==> config.mk <==
export PLATFORM = sky130hd
export DESIGN_NAME = ubac_ram
export DESIGN_NICKNAME = d
export VERILOG_FILES = /design/src/rtl/ubac_ram.sv
export SDC_FILE = /design/constraint.sdc
export NUM_CORES = 2
export LEC_CHECK = 0
export BUFFER_PORTS_ARGS = -buffer_cell sky130_fd_sc_hd__clkbuf_2
export CAP_MARGIN = 20
export CORE_UTILIZATION = 40
export DETAILED_ROUTE_END_ITERATION = 10
export GPL_TIMING_DRIVEN = 0
export PLACE_DENSITY = 0.62
export SLEW_MARGIN = 5
export SYNTH_ARGS = -nofsm -noshare
export SYNTH_HDL_FRONTEND = slang
export SYNTH_SLANG_ARGS = --single-unit
export TNS_END_PERCENT = 10
==> constraint.sdc <==
create_clock -name clk -period 3.7 [get_ports clk]
set_input_delay 0.74 -clock clk [delete_from_list [all_inputs] [get_ports clk]]
set_output_delay 0.74 -clock clk [all_outputs]
set_load 0.02 [all_outputs]
==> src/rtl/ubac_ram.sv <==
`timescale 1ns / 1ps

module ubac_ram #(
  parameter int WIDTH = 32,
  parameter int DEPTH = 128
) (
  input  logic                     clk,
  input  logic                     we,
  input  logic [$clog2(DEPTH)-1:0] waddr,
  input  logic [WIDTH-1:0]         wdata,
  input  logic                     re,
  input  logic [$clog2(DEPTH)-1:0] raddr,
  output logic [WIDTH-1:0]         rdata
);

  logic [WIDTH-1:0] mem [DEPTH];

  // One write port and one registered read port.
  always_ff @(posedge clk) begin
    if (we) begin
      mem[waddr] <= wdata;
    end
    if (re) begin
      rdata <= mem[raddr];
    end
  end

endmodule

==> impl_results.html <==
<table>
<tr><th>Metric</th><th>Value</th></tr>
<tr><th colspan="2">Synthesis</th></tr>
<tr><td>Fraction of post-synthesis cell area in the top cell type by area</td><td>79.16%</td></tr>
<tr><td>Mapped Nets</td><td>6039</td></tr>
<tr><td>Unique cell type count in the Yosys netlist</td><td>16</td></tr>
<tr><td>Library cell occupying the most area in the post-synthesis netlist</td><td>sky130_fd_sc_hd__edfxtp_1</td></tr>
<tr><td>Seq/Total Area, Yosys</td><td>79.16%</td></tr>
<tr><td>Synth area leaders</td><td>sky130_fd_sc_hd__edfxtp_1 79%, sky130_fd_sc_hd__mux4_2 19%, sky130_fd_sc_hd__clkbuf_1 0.44%, sky130_fd_sc_hd__nor2_1 0.29%, sky130_fd_sc_hd__buf_2 0.25%</td></tr>
<tr><td>Mean instance size in the synthesized netlist</td><td>26.14 um2</td></tr>
<tr><td>Post-Synthesis Cell Area</td><td>156600 um2</td></tr>
<tr><td>Number of storage elements in the synthesis netlist</td><td>4128</td></tr>
<tr><td>Cells after synthesis</td><td>5990</td></tr>
<tr><td>Number of warnings reported in the yosys synthesis log</td><td>0</td></tr>
<tr><th colspan="2">STA</th></tr>
<tr><td>Clock Skew</td><td>0.04524 ns</td></tr>
<tr><td>Ratio of final minimum period to clock period</td><td>102.4%</td></tr>
<tr><td>Total of endpoints with negative setup slack in the final report</td><td>24</td></tr>
<tr><td>Final Slew Violations</td><td>0</td></tr>
<tr><td>Highest Clock Rate</td><td>263.9 MHz</td></tr>
<tr><td>RSZ-0062 raised after global routing</td><td>true</td></tr>
<tr><td>Worst setup margin</td><td>-0.08882 ns</td></tr>
<tr><td>Final Hold Fails</td><td>0</td></tr>
<tr><td>Max-slew headroom</td><td>22.94%</td></tr>
<tr><td>Period minus WS final</td><td>3.789 ns</td></tr>
<tr><td>Worst Max-Slew Pin Slew</td><td>1.154 ns</td></tr>
<tr><th colspan="2">Clock network</th></tr>
<tr><td>Post-CTS clock slew at the launch and capture registers of the worst setup and hold paths</td><td>0.06 ns</td></tr>
<tr><td>Num Clock Sinks</td><td>4128</td></tr>
<tr><td>Post-CTS resize count</td><td>88</td></tr>
<tr><td>Clock root buffer</td><td>sky130_fd_sc_hd__clkbuf_16</td></tr>
<tr><td>Count of buffers added by post-CTS timing repair for setup</td><td>0</td></tr>
<tr><td>Hold Buf Count CTS</td><td>0</td></tr>
<tr><td>CTS tree</td><td>built</td></tr>
<tr><td>Worst-Skew Late Latency</td><td>0.94 ns</td></tr>
<tr><td>Number of buffers between clock root and the deepest sink</td><td>4</td></tr>
<tr><td>TritonCTS buffer count</td><td>406</td></tr>
<tr><td>Htree depth</td><td>5</td></tr>
<tr><th colspan="2">Route</th></tr>
<tr><td>Number of antenna-violating nets in the routed design</td><td>0</td></tr>
<tr><td>Detailed-routing iteration count for the pre-antenna-repair pass</td><td>8</td></tr>
<tr><td>Number of vias in the routed layout</td><td>70990</td></tr>
<tr><td>Routed wire length per instance</td><td>33.02 um</td></tr>
<tr><td>Number of design-rule violations left by the first detailed-router iteration</td><td>9479</td></tr>
<tr><td>Vias/cell</td><td>5.759</td></tr>
<tr><td>Final WL</td><td>407.1 mm</td></tr>
<tr><td>Total DRC errors in the routed layout</td><td>12</td></tr>
<tr><th colspan="2">Global routing</th></tr>
<tr><td>Pin count of the biggest net entering global routing</td><td>129</td></tr>
<tr><td>Global route overflow</td><td>0</td></tr>
<tr><td>Total Routing Usage GR</td><td>20.61%</td></tr>
<tr><td>Initial antenna violation count</td><td>75</td></tr>
<tr><td>Number of global-route vias before repair</td><td>71670</td></tr>
<tr><td>Wire length of the first global-routing pass</td><td>565.8 mm</td></tr>
<tr><th colspan="2">Finish</th></tr>
<tr><td>Syn-to-layout area delta</td><td>16.68%</td></tr>
<tr><td>Fraction of layout instances using a drive strength above 1</td><td>36.11%</td></tr>
<tr><td>Core occupancy in the finished layout</td><td>46.92%</td></tr>
<tr><td>Most common cell after layout, fill and taps aside</td><td>sky130_fd_sc_hd__edfxtp_1</td></tr>
<tr><td>Number of standard cells in the final layout excluding fillers</td><td>12330</td></tr>
<tr><td>Layout net count</td><td>6727</td></tr>
<tr><td>Final Cell Area</td><td>182700 um2</td></tr>
<tr><td>Most frequent cells in the layout</td><td>4128 x sky130_fd_sc_hd__edfxtp_1, 1344 x sky130_fd_sc_hd__mux4_2, 416 x sky130_fd_sc_hd__clkbuf_16, 195 x sky130_fd_sc_hd__clkbuf_1, 119 x sky130_fd_sc_hd__nor2_4</td></tr>
<tr><td>Number of fillers in the final layout</td><td>30840</td></tr>
<tr><th colspan="2">Floorplanning</th></tr>
<tr><td>Number of rows in the core area</td><td>229</td></tr>
<tr><td>Die outline width</td><td>627.7 um</td></tr>
<tr><td>Vert. Die Dim</td><td>627.7 um</td></tr>
<tr><td>I/O pins</td><td>81</td></tr>
<tr><td>Floorplan Core Area</td><td>389400 um2</td></tr>
<tr><td>Effective utilization at floorplan</td><td>40.22%</td></tr>
<tr><td>Total die area</td><td>394000 um2</td></tr>
<tr><th colspan="2">Critical path</th></tr>
<tr><td>CP Capture Type</td><td>flip-flop</td></tr>
<tr><td>CP max stage delay</td><td>0.75 ns</td></tr>
<tr><td>Startpoint class of the critical path</td><td>input port</td></tr>
<tr><td>CP max stage cell</td><td>sky130_fd_sc_hd__mux4_2</td></tr>
<tr><td>Path type of the worst setup path</td><td>input port to flip-flop</td></tr>
<tr><td>Count of cells along the worst register-to-register path</td><td>4</td></tr>
<tr><td>Endpoint required time on the critical path</td><td>4.35 ns</td></tr>
<tr><td>CP dominant cell by count</td><td>sky130_fd_sc_hd__mux4_2</td></tr>
<tr><td>Crit path cell chain</td><td>buf_2 -&gt; buf_6 -&gt; buf_4 -&gt; clkbuf_4 -&gt; mux4_2 -&gt; mux4_2 -&gt; mux4_2 -&gt; mux2_2</td></tr>
<tr><td>Worst Path Arrival</td><td>4.43 ns</td></tr>
<tr><td>Largest fanout of any net on the critical path</td><td>12</td></tr>
<tr><td>Register-to-Register Setup Slack</td><td>0.77 ns</td></tr>
<tr><th colspan="2">Place</th></tr>
<tr><td>Area of placed instances</td><td>169000 um2</td></tr>
<tr><td>Routability congestion estimate from global placement</td><td>0.8915</td></tr>
<tr><td>HPWL after detailed placement</td><td>279.5 mm</td></tr>
<tr><td>Number of buffers inserted by port buffering</td><td>69</td></tr>
<tr><td>Dpl cells</td><td>11460</td></tr>
<tr><th colspan="2">Worst hold path</th></tr>
<tr><td>WHS Path Cells</td><td>1</td></tr>
<tr><td>Worst Hold Class</td><td>input port to flip-flop</td></tr>
<tr><th colspan="2">Power and ir drop</th></tr>
<tr><td>Fraction of power spent switching nets</td><td>21.27%</td></tr>
<tr><td>Overall power after layout</td><td>98090 uW</td></tr>
<tr><td>Psw</td><td>20870 uW</td></tr>
<tr><td>Sequential share of power</td><td>52.7%</td></tr>
<tr><td>Combinational group share of total power</td><td>5.6%</td></tr>
<tr><td>Max rail drop VDD</td><td>0.3795 mV</td></tr>
<tr><td>Clock share of power</td><td>41.7%</td></tr>
<tr><td>Static Leak</td><td>0.05558 uW</td></tr>
<tr><td>P_int</td><td>77220 uW</td></tr>
<tr><td>Power density normalized to cell area</td><td>536.9 nW/um2</td></tr>
<tr><th colspan="2">Flow run</th></tr>
<tr><td>Maxcap violations</td><td>0</td></tr>
<tr><th colspan="2">Outcome</th></tr>
<tr><td>Violations in the final reports</td><td>design-rule violations, negative setup slack</td></tr>
<tr><td>Run status</td><td>finished, violations left</td></tr>
</table>
[routing by layer]
metal	up-vias	global-route usage [%]	share of wire [%]
met5	-	0	0.019
met4	14	6.635	3.2
met3	529	4.628	9.8
met2	3419	33.32	49
met1	39010	27.86	38
li1	28030	-	-
[per-stage QoR]
step                TNS (ns)  hold slack (ns)  worst slack, ns
global placement    -8178.19            1.209           -3.741
detailed placement   -343.13           0.9928           -1.902
finish               -0.8791          0.07455         -0.08882
CTS                 -0.03798          0.01412         -0.02192
global route         -0.4604          0.05552         -0.08123
floorplan             -68.16           0.8389          -0.2787
[path summary, 6_finish.rpt]
check	from	end
worst max register to register	mem[21][9]$_DFFE_PP_	rdata[9]$_DFFE_PP_
worst min register to register	mem[110][12]$_DFFE_PP_	rdata[12]$_DFFE_PP_
worst min-delay path	wdata[7]	mem[36][7]$_DFFE_PP_
worst max-delay path	raddr[0]	rdata[9]$_DFFE_PP_
[cell usage after synthesis]
| cell | instances |
|---|---|
| sky130_fd_sc_hd__clkbuf_1 | 182 |
| sky130_fd_sc_hd__or3_1 | 1 |
| sky130_fd_sc_hd__mux4_2 | 1344 |
| sky130_fd_sc_hd__buf_4 | 3 |
| sky130_fd_sc_hd__edfxtp_1 | 4128 |
| sky130_fd_sc_hd__nor2_1 | 122 |
| sky130_fd_sc_hd__nand2b_1 | 2 |
| sky130_fd_sc_hd__nand3_1 | 12 |
| sky130_fd_sc_hd__nand2_1 | 14 |
| sky130_fd_sc_hd__buf_1 | 50 |
| sky130_fd_sc_hd__nor2b_1 | 7 |
| sky130_fd_sc_hd__nand4_1 | 3 |
| sky130_fd_sc_hd__nor3_1 | 9 |
| sky130_fd_sc_hd__mux2_2 | 32 |
| sky130_fd_sc_hd__buf_2 | 79 |
| sky130_fd_sc_hd__buf_6 | 2 |
[area by class of cell]
cell class / count / area [um2] / area share (%)
diodes: 120 / 300.3 / 0.1644
plain buffers: 316 / 1613 / 0.8827
clock buffers: 483 / 10660 / 5.835
clock inverters: 258 / 2406 / 1.317
multi-input cells: 1546 / 32260 / 17.66
flip-flops and latches: 4128 / 124000 / 67.84
well taps: 5197 / 6502 / 3.559
repair buffers: 280 / 5005 / 2.739
[sequential cells by signal (all words and copies together), names as in the netlist]
register and count:
rdata 32, mem 4096
[worst max-delay path: cells and delay by family]
family                 cells  cell delay (ns)
buffers and inverters      4             1.32
muxes                      4             2.34
[cell families (layout without fill, tap and decap cells)]
kind of cell	Yosys count	after routing	share of synthesized area (%)
AND/OR/NAND/NOR	170	170	0.4450
flip-flops	4128	4128	79.16
other	0	120	0
multiplexers	1376	1376	19.56
buffers and inverters	316	1337	0.8373
[power by group through the flow]
| stage | combinational (uW) | sequential [uW] | clock, uW |
|---|---|---|---|
| after floorplan | 2490 | 52800 | 0 |
| after global placement | 5020 | 52900 | 0 |
| after detailed placement | 5390 | 52700 | 0 |
| after CTS | 5420 | 51700 | 41400 |
| after global routing | 5630 | 51700 | 43000 |
| final | 5450 | 51700 | 40900 |
Note: power is estimated with default switching activity, not from simulation.
